<file path="src/rtl/core/segment_pair_intersection_2d_defines.svh">
// assertion macros shared by the segment pair intersection rtl
`ifndef SEGMENT_PAIR_INTERSECTION_2D_DEFINES_SVH
`define SEGMENT_PAIR_INTERSECTION_2D_DEFINES_SVH

// clocked check, off while reset is held
`define SPI2D_ASSERT(lbl, prop) \
  lbl: assert property (@(posedge clk) disable iff (!rst_n) prop) else $error("spi2d check failed");

// same-cycle implication check
`define SPI2D_ASSERT_IMPL(lbl, ante, cons) \
  `SPI2D_ASSERT(lbl, (ante) |-> (cons))

`endif

</file>
<file path="src/rtl/core/spi2d_pkg.sv">
// shared constants and types for the segment pair intersection block
package spi2d_pkg;

  localparam int TOL_W = 16;
  localparam logic [TOL_W-1:0] TOL_RESET = 16'd7;

  // result flag positions in out_tuser
  localparam int USER_W   = 3;
  localparam int UIDX_HIT = 0;
  localparam int UIDX_PAR = 1;
  localparam int UIDX_SAT = 2;

  // control travelling with each item through the divider chain
  typedef struct packed {
    logic valid;
    logic par;
    logic negx;
    logic negy;
  } spi2d_ctl_t;

endpackage

</file>
<file path="src/rtl/core/spi2d_back.sv">
// quotient sign, containment test, clamp and output register
module spi2d_back import spi2d_pkg::*; #(
  parameter int W = 32
) (
  input  logic                  clk,
  input  logic                  rst_n,
  input  logic                  adv,
  input  spi2d_ctl_t            ctl_i,
  input  logic [3*W+3:0]        qx_i,
  input  logic [3*W+3:0]        qy_i,
  input  logic [W+4*(W+2)-1:0]  side_i,
  output logic                  valid_o,
  output logic                  hit_o,
  output logic                  par_o,
  output logic                  sat_o,
  output logic [W-1:0]          x_o,
  output logic [W-1:0]          y_o,
  output logic [W-1:0]          z_o
);

  localparam int BW = W + 2;
  localparam int NW = 3 * W + 4;
  localparam int QW = NW + 1;
  localparam int SW = W + 4 * BW;
  localparam logic signed [W-1:0] CMAX = {1'b0, {(W-1){1'b1}}};
  localparam logic signed [W-1:0] CMIN = {1'b1, {(W-1){1'b0}}};

  // stage 1: signed quotients
  logic                 v1_r;
  logic                 par1_r;
  logic signed [QW-1:0] sx_r, sy_r;
  logic [SW-1:0]        side1_r;

  always_ff @(posedge clk) begin
    if (adv) begin
      par1_r  <= ctl_i.par;
      sx_r    <= ctl_i.negx ? -$signed(QW'(qx_i)) : $signed(QW'(qx_i));
      sy_r    <= ctl_i.negy ? -$signed(QW'(qy_i)) : $signed(QW'(qy_i));
      side1_r <= side_i;
    end
  end

  // unpack bounds
  logic signed [BW-1:0] lox, hix, loy, hiy;
  logic [W-1:0]         zz;
  assign {zz, lox, hix, loy, hiy} = side1_r;

  // containment and clamp
  logic in_x, in_y, hx, lx, hy, ly;
  assign in_x = (sx_r >= QW'(lox)) && (sx_r <= QW'(hix));
  assign in_y = (sy_r >= QW'(loy)) && (sy_r <= QW'(hiy));
  assign hx = sx_r > QW'(CMAX);
  assign lx = sx_r < QW'(CMIN);
  assign hy = sy_r > QW'(CMAX);
  assign ly = sy_r < QW'(CMIN);

  // stage 2: output register
  always_ff @(posedge clk) begin
    if (adv) begin
      par_o <= par1_r;
      hit_o <= !par1_r && in_x && in_y;
      sat_o <= !par1_r && (hx || lx || hy || ly);
      x_o   <= par1_r ? '0 : hx ? CMAX : lx ? CMIN : sx_r[W-1:0];
      y_o   <= par1_r ? '0 : hy ? CMAX : ly ? CMIN : sy_r[W-1:0];
      z_o   <= par1_r ? '0 : zz;
    end
  end

  always_ff @(posedge clk) begin
    if (!rst_n) begin
      v1_r    <= 1'b0;
      valid_o <= 1'b0;
    end else if (adv) begin
      v1_r    <= ctl_i.valid;
      valid_o <= v1_r;
    end
  end

endmodule

</file>
<file path="config.mk">
export PLATFORM = sky130hd
export DESIGN_NAME = spi2d_back
export DESIGN_NICKNAME = d
export VERILOG_FILES = /design/src/rtl/core/segment_pair_intersection_2d_defines.svh /design/src/rtl/core/spi2d_pkg.sv /design/src/rtl/core/spi2d_back.sv
export SDC_FILE = /design/constraint.sdc
export NUM_CORES = 1
export LEC_CHECK = 0
export BUFFER_PORTS_ARGS = -buffer_cell sky130_fd_sc_hd__buf_2
export CAP_MARGIN = 20
export CORE_UTILIZATION = 35
export CTS_BUF_LIST = sky130_fd_sc_hd__clkbuf_4 sky130_fd_sc_hd__clkbuf_8
export CTS_CLUSTER_SIZE = 20
export DETAILED_ROUTE_END_ITERATION = 10
export PLACE_DENSITY = 0.51
export SLEW_MARGIN = 20
export SYNTH_ARGS = -nofsm -noshare
export SYNTH_HDL_FRONTEND = slang
export SYNTH_SLANG_ARGS = --single-unit
export TNS_END_PERCENT = 5
</file>
<file path="constraint.sdc">
create_clock -name clk -period 9.4 [get_ports clk]
set_input_delay 1.41 -clock clk [delete_from_list [all_inputs] [get_ports clk]]
set_output_delay 1.41 -clock clk [all_outputs]
set_load 0.01 [all_outputs]
</file>
==> results.md <==
* Outcome: completed
* Die W at ~300 um
* Fmax at around 0.2 GHz
* Cts bufs inserted at 86
* Worst path required time at ~10 ns
* Setup crit end kind: register
* Worst Setup EP: hit_o$_DFFE_PP_
* Slew Limit Fails at 0
* Synthesized Nets at between 3,000 and 4,000
* Area contributors post-synth: edfxtp_1, ha_1, xnor2_1
* Synth cell types at 66
* Layout Utilization at 0.421
* Post-synth EDFFs at 470
* H-tree depth at 3
* Yosys top cell area share at 0.477
* Compound-gate portion of the synthesized area at 0.116
* Startpoint types: register
* Routability Congestion at just over 0.9
* Crit share post-route at 0.531
* Sequential-to-total area share from yosys stat at 0.479
* Die Span Y at just under 300 um
* Clock sinks at approximately 470
* 1st-iter DRT viols at between 1,000 and 1,500
* Core ar. at around 84,000 sq um
* Filler instances at slightly above 8,000
* Async SR Flop Fraction at 0
* Pin slew with the least headroom to its limit at around 1.1 ns
* Final non-filler cell total at approximately 4,400
* Setup bufs post-CTS at 0
* Global-route wire length before repair at 140,000 um
* Num rows at approximately 110
* Most used cell, CP: nor4b_1
* CP Cell Sequence: clkinv_2 > ha_1 > nand4_1 > nor4_1 > nor4bb_1 > nor4b_1 > nand2_1 > o211a_1 > xor2_1 > a21oi_1 > nor4b_1
* Critical Path AT at ~5.5 ns
* CTS root buffer: clkbuf_8
* Starting density of the core at 0.353
* Largest net degree at the start of global routing at roughly 180
* Vias in the first global route at 23,700
* RSZ-0062 raised after global routing: false
* Reg2reg setup slack at ~4.4 ns
* Final net count at roughly 4,000
* Worst slack, placed at 4.33 ns
* Post-Synth Simple-Gate Area at 0.147
* Final setup viols at 0
* DP Area at ~33,000 sq um
* FF-to-FF End: hit_o$_DFFE_PP_
* Flops & latches, synth at roughly 470
* Drt wl/cell at between 20 and 25 um
* Overall routing resource usage at 0.213
* Antenna violations before repair at 18
* Cell area after layout at around 35,000 sq um
* Max_cap viols at 0
* Hold Buf Count CTS at 0
* Grt ovf at 0
* Worst skew pair latency at 0.71 ns
* Largest family of logic cells by synthesized area: adder cells
* Synthesized-area fraction occupied by adder cells at 0.172
* Post-route ant nets at 0
* PwrDens at 169 nW/um^2
* Warnings from Yosys at 0
* Setup tns final at 0 ns
* CTS resizes at 0
* Via Count at 23,700
* Routed WL at about 93,000 um
* Reg2Reg Depth at 11
* Avg Cell Area, Syn at 11.1 sq um
* Top cell type by total area after synthesis: edfxtp_1
* Worst-path fanout max at 68
* DR pass1 iterations at 5
* Die footprint at about 86,000 sq um
* PortBufs at between 400 and 500
* Hold_sp: v1_r$_SDFFE_PN0P_
* CTS Buffer Depth at 3
* CP startpoint: side1_r[101]$_DFFE_PP_
* Mux cell area share after synthesis at 0.00169
* Slowest stage delay, CP at 0.82 ns
* Layout cells sized above 1 at 0.206
* DRC violations left at 0
* Detailed Place HPWL at around 73,000 um
* Launching point of the worst reg2reg path: side1_r[101]$_DFFE_PP_
* Cell Area, Synth at approximately 30,000 sq um
* Setup Skew at ~0.057 ns
* Top_reg_cell synth: edfxtp_1
* Post-Synth XOR/XNOR Area at 0.0584
* Synth-to-layout area growth at 19.2%
* # IOs at ~480
* TritonCTS clock tree: built
* Kind of critical path: register to register
* Post-Syn Instances at about 2,700
* P_leak at between 10 and 15 nW
* Critical path's slowest cell: clkinv_2
* Reg clk slew, reported paths at around 0.050 ns
* VDD IR max at 0.104 mV
* Final Hold Vio Count at 0
* Placed cell count at between 4,000 and 5,000
* Via density at ~5.4
* Slew headroom at 0.265
* Worst hold path class: register to register
* Post-route setup slack at 4.41 ns
* Final min period at roughly 5.0 ns
[cell usage in the layout (no fill, tap or decap), types with 54 or more instances in the layout]
cell type and count:
buf_2 473, nand2_1 171, clkbuf_8 87, nor2_1 132, xnor2_1 167, a21o_1 62, ha_1 406, a21oi_1 219
nand4_1 140, o21ai_0 118, o31ai_1 54, inv_1 148, edfxtp_1 470, nor4_1 66
[cells in the mapped netlist, types with 4 or more instances]
cell and number:
o211ai_1 9, inv_1 152, a211oi_1 19, nand3_1 43, nor4_1 66, edfxtp_1 470
or3_1 45, buf_1 4, a31oi_1 9, nand4_1 140, nand2b_1 23, clkbuf_1 46
a221o_1 4, o21ai_0 118, nor2b_1 45, a221oi_1 9, o41ai_1 30, nand2_1 171
nand3b_1 7, and4_1 11, nor3_1 45, and2_1 5, and3_1 7, o31ai_1 56
ha_1 406, or4_1 32, nor2_1 132, mux2i_1 5, or2_2 20, a21oi_1 219
xnor2_1 167, a21o_1 62, xor2_1 30
[worst min path at each step]
stage	to	slack, ns	cells after the start
detailed placement	v1_r$_SDFFE_PN0P_	0.52	2
CTS	v1_r$_SDFFE_PN0P_	0.53	2
floorplan	par_o$_DFFE_PP_	0.42	0
finish	v1_r$_SDFFE_PN0P_	0.52	2
global route	valid_o$_SDFFE_PN0P_	0.54	2
global placement	valid_o$_SDFFE_PN0P_	0.50	2
[metal layers]
layer	global-route usage	up-vias	wire length, um
li1	-	11300	-
met1	0.281	11500	41000
met2	0.351	723	43600
met3	0.0392	176	5830
met4	0.0751	8	2910
met5	0	-	48
[layout make-up]
class / count / area, sq um / area share
well taps: 1134 / 1420 / 0.0403
clock buffers: 103 / 1320 / 0.0374
flip-flops and latches: 472 / 14200 / 0.402
diodes: 16 / 40.0 / 0.00114
repair buffers: 492 / 2540 / 0.0721
multi-input cells: 1977 / 14700 / 0.417
clock inverters: 50 / 498 / 0.0141
inverters: 152 / 572 / 0.0162
[power by group]
| part | internal [mW] | switching [mW] |
|---|---|---|
| combinational | 0.473 | 0.656 |
| clock | 1.17 | 0.930 |
| sequential | 2.55 | 0.182 |
[through the flow]
stage,hold WS (ns),total power [mW]
after floorplan,0.424,3.37
after global placement,0.499,3.85
after detailed placement,0.518,3.90
after CTS,0.531,6.04
after global routing,0.538,6.28
final,0.519,5.96
[state kept, by name, summed over array words and instances (netlist names)]
| register | flops |
|---|---|
| par1_r | 1 |
| hit_o | 1 |
| z_o | 32 |
| sat_o | 1 |
| par_o | 1 |
| valid_o | 1 |
| y_o | 32 |
| x_o | 32 |
| side1_r | 168 |
| v1_r | 1 |
| sx_r | 101 |
| sy_r | 101 |
[worst max-delay path, delay by kind of cell (launching register included)]
kind	cells	cell delay [ns]
buffers and inverters	1	0.82
AO/OA/AOI/OAI	2	0.48
adder cells (fa/ha/maj)	1	0.74
XOR/XNOR	1	0.14
AND/OR/NAND/NOR	6	2.23
flip-flops	1	0.37
[cells by family after synthesis]
group / count (synthesis)
multiplexers: 5
AO/OA/AOI/OAI: 559
buffers and inverters: 204
flip-flops: 472
AND/OR/NAND/NOR: 810
adder cells (fa/ha/maj): 406
XOR/XNOR: 197
(Power assumes the default switching activity.)
