## src/rtl/core/segment_pair_intersection_2d_defines.svh

```systemverilog
// assertion macros shared by the segment pair intersection rtl
`ifndef SEGMENT_PAIR_INTERSECTION_2D_DEFINES_SVH
`define SEGMENT_PAIR_INTERSECTION_2D_DEFINES_SVH

// clocked check, off while reset is held
`define SPI2D_ASSERT(lbl, prop) \
  lbl: assert property (@(posedge clk) disable iff (!rst_n) prop) else $error("spi2d check failed");

// same-cycle implication check
`define SPI2D_ASSERT_IMPL(lbl, ante, cons) \
  `SPI2D_ASSERT(lbl, (ante) |-> (cons))

`endif

```

## src/rtl/core/spi2d_pkg.sv

```systemverilog
// shared constants and types for the segment pair intersection block
package spi2d_pkg;

  localparam int TOL_W = 16;
  localparam logic [TOL_W-1:0] TOL_RESET = 16'd7;

  // result flag positions in out_tuser
  localparam int USER_W   = 3;
  localparam int UIDX_HIT = 0;
  localparam int UIDX_PAR = 1;
  localparam int UIDX_SAT = 2;

  // control travelling with each item through the divider chain
  typedef struct packed {
    logic valid;
    logic par;
    logic negx;
    logic negy;
  } spi2d_ctl_t;

endpackage

```

## src/rtl/core/spi2d_div_cell.sv

```systemverilog
// one restoring division step for the x and y quotients
module spi2d_div_cell import spi2d_pkg::*; #(
  parameter int NW = 100,
  parameter int DW = 67,
  parameter int SW = 176
) (
  input  logic          clk,
  input  logic          rst_n,
  input  logic          adv,
  input  spi2d_ctl_t    ctl_i,
  input  logic [DW-1:0] d_i,
  input  logic [DW-1:0] rx_i,
  input  logic [NW-1:0] qx_i,
  input  logic [DW-1:0] ry_i,
  input  logic [NW-1:0] qy_i,
  input  logic [SW-1:0] side_i,
  output spi2d_ctl_t    ctl_o,
  output logic [DW-1:0] d_o,
  output logic [DW-1:0] rx_o,
  output logic [NW-1:0] qx_o,
  output logic [DW-1:0] ry_o,
  output logic [NW-1:0] qy_o,
  output logic [SW-1:0] side_o
);

  logic [DW:0] tx, ty, dd, sx, sy;
  logic        gx, gy;

  // shift in next numerator bit, trial subtract
  assign dd = {1'b0, d_i};
  assign tx = {rx_i, qx_i[NW-1]};
  assign ty = {ry_i, qy_i[NW-1]};
  assign gx = (tx >= dd);
  assign gy = (ty >= dd);
  assign sx = tx - dd;
  assign sy = ty - dd;

  always_ff @(posedge clk) begin
    if (adv) begin
      ctl_o.par  <= ctl_i.par;
      ctl_o.negx <= ctl_i.negx;
      ctl_o.negy <= ctl_i.negy;
      d_o        <= d_i;
      rx_o       <= gx ? sx[DW-1:0] : tx[DW-1:0];
      ry_o       <= gy ? sy[DW-1:0] : ty[DW-1:0];
      qx_o       <= {qx_i[NW-2:0], gx};
      qy_o       <= {qy_i[NW-2:0], gy};
      side_o     <= side_i;
    end
  end

  always_ff @(posedge clk) begin
    if (!rst_n) begin
      ctl_o.valid <= 1'b0;
    end else if (adv) begin
      ctl_o.valid <= ctl_i.valid;
    end
  end

endmodule

```

## config.mk

```make
export PLATFORM = sky130hd
export DESIGN_NAME = spi2d_div_cell
export DESIGN_NICKNAME = d
export VERILOG_FILES = /design/src/rtl/core/segment_pair_intersection_2d_defines.svh /design/src/rtl/core/spi2d_pkg.sv /design/src/rtl/core/spi2d_div_cell.sv
export SDC_FILE = /design/constraint.sdc
export NUM_CORES = 1
export LEC_CHECK = 0
export BUFFER_PORTS_ARGS = -buffer_cell sky130_fd_sc_hd__buf_2
export CORE_AREA = 4 4 447 449
export DETAILED_ROUTE_END_ITERATION = 12
export DIE_AREA = 0 0 451 453
export HOLD_SLACK_MARGIN = 0.02
export PLACE_DENSITY = 0.4
export SYNTH_ARGS = -nofsm -noshare
export SYNTH_HDL_FRONTEND = slang
export SYNTH_SLANG_ARGS = --single-unit
export TNS_END_PERCENT = 1
```

## constraint.sdc

```tcl
create_clock -name clk -period 4.7 [get_ports clk]
set_input_delay 1.175 -clock clk [delete_from_list [all_inputs] [get_ports clk]]
set_output_delay 1.175 -clock clk [all_outputs]
set_load 0.1 [all_outputs]
```

==> summary.md, run 1 <==
| Metric | Value |
|---|---|
| Clock tree from TritonCTS | `built` |
| Register-to-register setup slack | `~4.1 ns` |
| Total of cells resized after clock tree synthesis | `0` |
| Number of antenna violations at the first check in global routing | `approximately 140` |
| Number of placed I/O pins | `about 1,200` |
| Post-Syn Area per Cell | `~13 um2` |
| Via count of the first global-routing pass | `between 20,000 and 25,000` |
| Post-CTS clock slew at the launch and capture registers of the worst setup and hold paths | `0.06 ns` |
| Status | `complete, no violations` |
| Layout Cells excl Fill | `6,225` |
| Non-Filler Cell Area, Final | `roughly 40,000 um2` |
| RSZ-0062 raised after global routing | `false` |
| Ranking of synthesized cells by area | `sky130_fd_sc_hd__edfxtp_1, sky130_fd_sc_hd__ha_1, sky130_fd_sc_hd__a21oi_1, sky130_fd_sc_hd__o21ai_0, sky130_fd_sc_hd__nand2_1` |
| CP Data Required Time | `~5.2 ns` |
| DRT iter0 DRCs | `1,776` |
| Hold buffer count at cts | `0` |
| Clock tree skew after final layout | `0 ns` |
| Number of enable flip-flop cells after synthesis | `580` |
| Placement Rows | `about 160` |
| Die Span X | `around 450 um` |
| 1st-pass router iterations | `5` |
| Number of distinct standard cells referenced by the synthesized netlist | `80` |
| Total vias in the final route | `around 24,000` |
| Place WS | `-0.565 ns` |
| Final number of max-transition violations | `0` |
| M1 GR Usage | `0.153` |
| Largest net degree at the start of global routing | `89` |
| First-pass GRT wire length | `approximately 210,000 um` |
| DRT Wirelength | `~170,000 um` |
| Initial cell density of the core | `0.138` |
| Maximum achievable frequency | `230 MHz` |
| Area of placed instances | `~38,000 um2` |
| # nets final | `roughly 4,200` |
| Final Setup Violations | `0` |
| Post-synthesis async set-or-reset flop share | `0` |
| Area growth, synth to finish | `48.7%` |
| Power density over cell area | `481 nW/um2` |
| Number of synthesized register bits | `between 500 and 600` |
| Arrival time at the worst endpoint | `4.81 ns` |
| Proportion of layout cells with a drive suffix above 1 | `0.429` |
| WL/cell | `roughly 27 um` |
| Highest-utilization routing layer at the global route stage | `met2` |
| Footprint of the flip-flops and latches | `~17,000 um2` |
| Area of the placeable core | `196,000 um2` |
| Fill cell count | `around 22,000` |
| Global-route congestion overflow total | `0` |
| Longest Clk Path Bufs | `3` |
| Tightest Pin Transition | `approximately 0.84 ns` |
| Post-detailed-placement half-perimeter wirelength | `between 100,000 and 150,000 um` |
| Gpl congestion | `0.899` |
| Share of the clock period used by the worst path after layout | `0.925` |
| Crit Path Category | `in -> reg` |
| Most common flop cell mapped by yosys | `sky130_fd_sc_hd__edfxtp_1` |
| Final critical-path setup slack | `approximately 0.35 ns` |
| Clock Root Buffer | `sky130_fd_sc_hd__clkbuf_16` |
| Worst max-slew margin expressed relative to the limit | `0.442` |
| GR Util met3 | `0.0459` |
| Count of input and output buffers | `1,164` |
| Number of remaining DRC errors | `0` |
| Number of levels the H-tree was split into | `3` |
| Top post-synthesis cells by count | `sky130_fd_sc_hd__edfxtp_1, sky130_fd_sc_hd__a21oi_1, sky130_fd_sc_hd__nand2_1` |
| Max capacitance violation total | `0` |
| Leakage | `between 15 and 20 nW` |
| Area of the multi-input gates | `8910 um2` |
| Clk_lat worst skew | `between 0.6 and 0.7 ns` |
| Number of setup buffers added after CTS | `0` |
| Cell with the most instances after synthesis | `sky130_fd_sc_hd__edfxtp_1` |
| GRT Overall Usage | `0.155` |
| Netlist area before placement | `27,100 um2` |
| Post-layout util | `0.205` |
| Sequential-to-total area share from yosys stat | `0.644` |
| Met2 global-route usage | `0.295` |
| Die height | `around 450 um` |
| Detail-routed via count per cell | `roughly 3.8` |
| Antenna Nets Post-Route | `0` |
| Total power | `about 19 mW` |
| Die area | `about 200,000 um2` |
| Setup crit start kind | `input pin` |
| Placed cell count | `just over 6,000` |
| Number of hold-slack violations in the final timing report | `0` |
| Worst hold path class | `reg -> reg` |
| Area leader, netlist | `sky130_fd_sc_hd__edfxtp_1` |
| CTS sink cnt | `581` |
| Number of warnings reported in the yosys synthesis log | `0` |
| Shortest clock period the worst path allows after layout | `roughly 4.3 ns` |
| Area share of the largest cell type after synthesis | `0.643` |
| Cells after synthesis | `around 2,100` |
| Syn_nets | `about 2,800` |
| Clock buffers created by TritonCTS | `77` |
| Largest fanout of any net on the critical path | `4` |
| Element type at the critical path end | `register` |
| Maximum VDD drop | `around 250 uV` |
==> worst paths after layout <==
kind | startpoint | to | cells past startpoint
max | d_i[1] | rx_o[63]$_DFFE_PP_ | 16
min | ctl_o[3]$_SDFFE_PN0P_ | ctl_o[3]$_SDFFE_PN0P_ | 2
max reg2reg | ctl_o[3]$_SDFFE_PN0P_ | ctl_o[3]$_SDFFE_PN0P_ | 2
min reg2reg | ctl_o[3]$_SDFFE_PN0P_ | ctl_o[3]$_SDFFE_PN0P_ | 2
==> cell type report <==
type,instances,share of cell area
clock buffers,89,0.0490
multi-input cells,1350,0.221
repair buffers,1380,0.189
flip-flops and latches,581,0.433
clock inverters,48,0.0134
diodes,40,0.00249
well taps,2640,0.0821
inverters,97,0.00905
==> where the power goes <==
group / total, mW / leakage (nW) / switching (mW) / internal (mW)
sequential: 6.51 / 5.68 / 0.177 / 6.33
combinational: 6.81 / 10.0 / 5.51 / 1.30
clock: 6.05 / 1.21 / 2.57 / 3.48
==> per-layer routing <==
metal  vias to the layer above  wire length [um]
li1                      10764                 -
met1                     11417             56400
met2                      1048             89200
met3                       327             12000
met4                        34              8210
met5                         -               185
==> worst max-delay path, stage by stage <==
cell                       delay, ns
sky130_fd_sc_hd__buf_2          0.11
sky130_fd_sc_hd__inv_1          0.16
sky130_fd_sc_hd__ha_1           0.28
sky130_fd_sc_hd__nor2b_1        0.16
sky130_fd_sc_hd__o31ai_1        0.33
sky130_fd_sc_hd__o21ai_0        0.25
sky130_fd_sc_hd__buf_4          0.20
sky130_fd_sc_hd__o211ai_1       0.37
sky130_fd_sc_hd__buf_4          0.23
sky130_fd_sc_hd__o211ai_1       0.11
sky130_fd_sc_hd__o211ai_1       0.47
sky130_fd_sc_hd__a31oi_2        0.22
sky130_fd_sc_hd__a221o_1        0.33
sky130_fd_sc_hd__a21oi_1        0.17
sky130_fd_sc_hd__xor2_1         0.16
sky130_fd_sc_hd__o21ai_0        0.08
==> registers in the layout, summed over array words and instances (netlist names) <==
| name | cells |
|---|---|
| d_o | 67 |
| side_o | 176 |
| qy_o | 100 |
| ctl_o | 4 |
| ry_o | 67 |
| qx_o | 100 |
| rx_o | 67 |
==> logic make-up (layout without fill, tap and decap cells) <==
family          after synthesis  count (layout)  synth area share
xor+xnor                    122             122            0.0395
flops                       581             581             0.644
fa+ha+maj                   136             136            0.0634
other cells                   0              40                 0
mux                          15              15           0.00615
simple gates                485             485            0.0823
compound gates              592             592             0.137
buf+inv                     182            1614            0.0274
==> through the flow <==
step / hold slack [ns] / setup TNS, ns
global placement: 0.499 / -4.68
detailed placement: 0.521 / -7.36
finish: 0.525 / 0
global route: 0.575 / 0
CTS: 0.528 / 0
floorplan: 0.981 / 0
==> placed cells by master, fill, tap and decap left out, drive strengths merged, types with 21 or more instances in the layout <==
cell / count
clkinv: 28
nand2: 182
diode: 40
inv: 104
xnor2: 70
nand4: 41
o21ai: 148
nor2: 127
xor2: 52
a21o: 74
clkbuf: 89
o21bai: 31
ha: 134
a21oi: 213
nand3: 34
a31oi: 21
buf: 1380
edfxtp: 580
Note: power is estimated with default switching activity, not from simulation.
==> run 2, diff against run 1 <==
ABC_AREA = 0   (was unset)
BUFFER_PORTS_ARGS = unset   (was -buffer_cell sky130_fd_sc_hd__buf_2)
CORE_AREA = 4 4 449 451   (was 4 4 447 449)
DIE_AREA = 0 0 453 455   (was 0 0 451 453)
DONT_BUFFER_PORTS = 1   (was unset)
PLACE_DENSITY = 0.35   (was 0.4)
==> run 2 against run 1 <==
  * Routed wire length down 3.6%
  * The flow now finishes with violations (max-slew violations)
  * Critical endpoint is now ry_o[22]$_DFFE_PP_
  * Clock skew unchanged
  * Highest routed layer unchanged
  * Via count is 18% lower
  * Flip-flop and latch count did not move
  * Clock power grew 4.5%
==> summary.md, run 2 (same netlist as run 1, synthesis figures left out) <==
| Metric | Value |
|---|---|
| Final Hold Slack | `0.565 ns (was 0.525 ns)` |
| Area of placed instances | `32,000 um2 (was 37,600 um2)` |
| Placement Rows | `163 (unchanged)` |
| Clock tree skew after final layout | `0 ns (unchanged)` |
| Number of antenna violations at the first check in global routing | `97 (was 136)` |
| Die area | `206,000 um2 (was 204,000 um2)` |
| Number of remaining DRC errors | `0 (unchanged)` |
| DRT iter0 DRCs | `1,649 (was 1,776)` |
| Final number of max-transition violations | `185 (was 0)` |
| Status | `finished, violations left (was complete, no violations)` |
| Gpl congestion | `0.867 (was 0.899)` |
| Largest fanout of any net on the critical path | `32 (was 4)` |
| Layout Cells excl Fill | `5,105 (was 6,225)` |
| Non-Filler Cell Area, Final | `34,700 um2 (was 40,200 um2)` |
| Via count of the first global-routing pass | `18,567 (was 23,814)` |
| CTS sink cnt | `581 (unchanged)` |
| Detail-routed via count per cell | `3.77 (was 3.79)` |
| WL/cell | `31.3 um (was 26.7 um)` |
| Total vias in the final route | `19,268 (was 23,590)` |
| Number of levels the H-tree was split into | `3 (unchanged)` |
| Clock buffers created by TritonCTS | `77 (unchanged)` |
| Leakage | `12.5 nW (was 16.9 nW)` |
| Die Span X | `453 um (was 451 um)` |
| Maximum achievable frequency | `243 MHz (was 230 MHz)` |
| Global-route congestion overflow total | `0 (unchanged)` |
| Post-layout util | `0.176 (was 0.205)` |
| Number of placed I/O pins | `1,165 (unchanged)` |
| Post-Route Setup TNS | `0 ns (unchanged)` |
| Share of the clock period used by the worst path after layout | `0.876 (was 0.925)` |
| Area growth, synth to finish | `28.4% (was 48.7%)` |
| Register with the highest flop count | `side_o (unchanged)` |
| Arrival time at the worst endpoint | `4.53 ns (was 4.81 ns)` |
| Maximum VDD drop | `260 uV (was 253 uV)` |
| Number of hold-slack violations in the final timing report | `0 (unchanged)` |
| Number of flip-flops in the largest register | `176 (unchanged)` |
| Clock Root Buffer | `sky130_fd_sc_hd__clkbuf_16 (unchanged)` |
| Failing checks | `max-slew violations` |
| Total power | `18.9 mW (was 19.4 mW)` |
| First-pass GRT wire length | `198,000 um (was 214,000 um)` |
| Total of cells resized after clock tree synthesis | `0 (unchanged)` |
| 1st-pass router iterations | `6 (was 5)` |
| Antenna Nets Post-Route | `0 (unchanged)` |
| Worst hold path class | `in -> reg (was reg -> reg)` |
| Die height | `455 um (was 453 um)` |
| Longest Clk Path Bufs | `3 (unchanged)` |
| Commonest cells after routing, fill and taps aside | `sky130_fd_sc_hd__edfxtp_1, sky130_fd_sc_hd__buf_4, sky130_fd_sc_hd__a21oi_1 (was sky130_fd_sc_hd__buf_2, sky130_fd_sc_hd__edfxtp_1, sky130_fd_sc_hd__a21oi_1)` |
| Number of setup buffers added after CTS | `0 (unchanged)` |
| Initial cell density of the core | `0.137 (was 0.138)` |
| Placed cell count | `4,917 (was 6,048)` |
| Crit Path Category | `in -> reg (unchanged)` |
| Setup crit start kind | `input pin (unchanged)` |
| Count of input and output buffers | `0 (was 1,164)` |
| Shortest clock period the worst path allows after layout | `4.12 ns (was 4.35 ns)` |
| # nets final | `3,076 (was 4,207)` |
| Post-detailed-placement half-perimeter wirelength | `135,000 um (was 143,000 um)` |
| Area of the placeable core | `197,000 um2 (was 196,000 um2)` |
| Proportion of layout cells with a drive suffix above 1 | `0.169 (was 0.429)` |
| Hold buffer count at cts | `0 (unchanged)` |
| Clock tree from TritonCTS | `built (unchanged)` |
| Largest registers | `side_o: 176 flops, qx_o: 100 flops, qy_o: 100 flops (unchanged)` |
| Place WS | `-0.153 ns (was -0.565 ns)` |
| Post-CTS clock slew at the launch and capture registers of the worst setup and hold paths | `0.07 ns (was 0.06 ns)` |
| Tightest Pin Transition | `1.85 ns (was 0.837 ns)` |
| Final Setup Violations | `0 (unchanged)` |
| Final critical-path setup slack | `0.582 ns (was 0.352 ns)` |
| Leading cell type in the layout, fill and taps excluded | `sky130_fd_sc_hd__edfxtp_1 (was sky130_fd_sc_hd__buf_2)` |
| Clk_lat worst skew | `0.68 ns (was 0.69 ns)` |
| RSZ-0062 raised after global routing | `false (unchanged)` |
| Max capacitance violation total | `0 (unchanged)` |
| Element type at the critical path end | `register (unchanged)` |
| Largest net degree at the start of global routing | `582 (was 89)` |
| DRT Wirelength | `160,000 um (was 166,000 um)` |
| CP Data Required Time | `5.11 ns (was 5.16 ns)` |
| GRT Overall Usage | `0.147 (was 0.155)` |
| Power density over cell area | `543 nW/um2 (was 481 nW/um2)` |
| Worst max-slew margin expressed relative to the limit | `-0.233 (was 0.442)` |
-- run 2: worst paths after layout --
kind,startpoint,end,slack [ns],cells past startpoint
hold reg to reg,ctl_o[3]$_SDFFE_PN0P_,ctl_o[3]$_SDFFE_PN0P_,1.03,2
setup / recovery,d_i[33],ry_o[22]$_DFFE_PP_,0.58,16
setup reg to reg,ctl_o[3]$_SDFFE_PN0P_,ctl_o[3]$_SDFFE_PN0P_,3.38,2
hold / removal,side_i[73],side_o[73]$_DFFE_PP_,0.57,0
-- run 2: final cells by class --
class | instances | area [um2]
fillers | 21658 | 162000
repair buffers | 249 | 1970
multi-input cells | 1350 | 8900
inverters | 97 | 364
diodes | 49 | 123
flip-flops and latches | 581 | 17400
clock buffers | 87 | 1990
clock inverters | 52 | 657
well taps | 2640 | 3300
-- run 2: routing by layer --
layer / GRT usage / vias to the layer above / share of wire
li1: - / 8505 / -
met1: 0.140 / 9489 / 0.33
met2: 0.285 / 1030 / 0.55
met3: 0.0506 / 232 / 0.085
met4: 0.0561 / 12 / 0.035
met5: 0.00896 / - / 0.00054
-- run 2: worst max-delay path: stages --
cell                        delay (ns)
sky130_fd_sc_hd__inv_1            0.10
sky130_fd_sc_hd__ha_1             0.41
sky130_fd_sc_hd__buf_4            0.13
sky130_fd_sc_hd__nand3_1          0.09
sky130_fd_sc_hd__nor2_1           0.16
sky130_fd_sc_hd__nand4_1          0.33
sky130_fd_sc_hd__a21oi_1          0.37
sky130_fd_sc_hd__a2111oi_1        0.14
sky130_fd_sc_hd__buf_12           0.17
sky130_fd_sc_hd__o21ai_1          0.17
sky130_fd_sc_hd__a21oi_1          0.08
sky130_fd_sc_hd__or3_1            0.43
sky130_fd_sc_hd__nand2_4          0.13
sky130_fd_sc_hd__buf_12           0.16
sky130_fd_sc_hd__buf_4            0.33
sky130_fd_sc_hd__a21oi_1          0.12
-- run 2: power by group --
group          total, mW  internal [mW]  switching [mW]  leakage [nW]
registers           10.2           6.38            3.79          5.68
logic               2.37          0.841            1.53          5.58
clock network       6.32           3.70            2.63          1.29
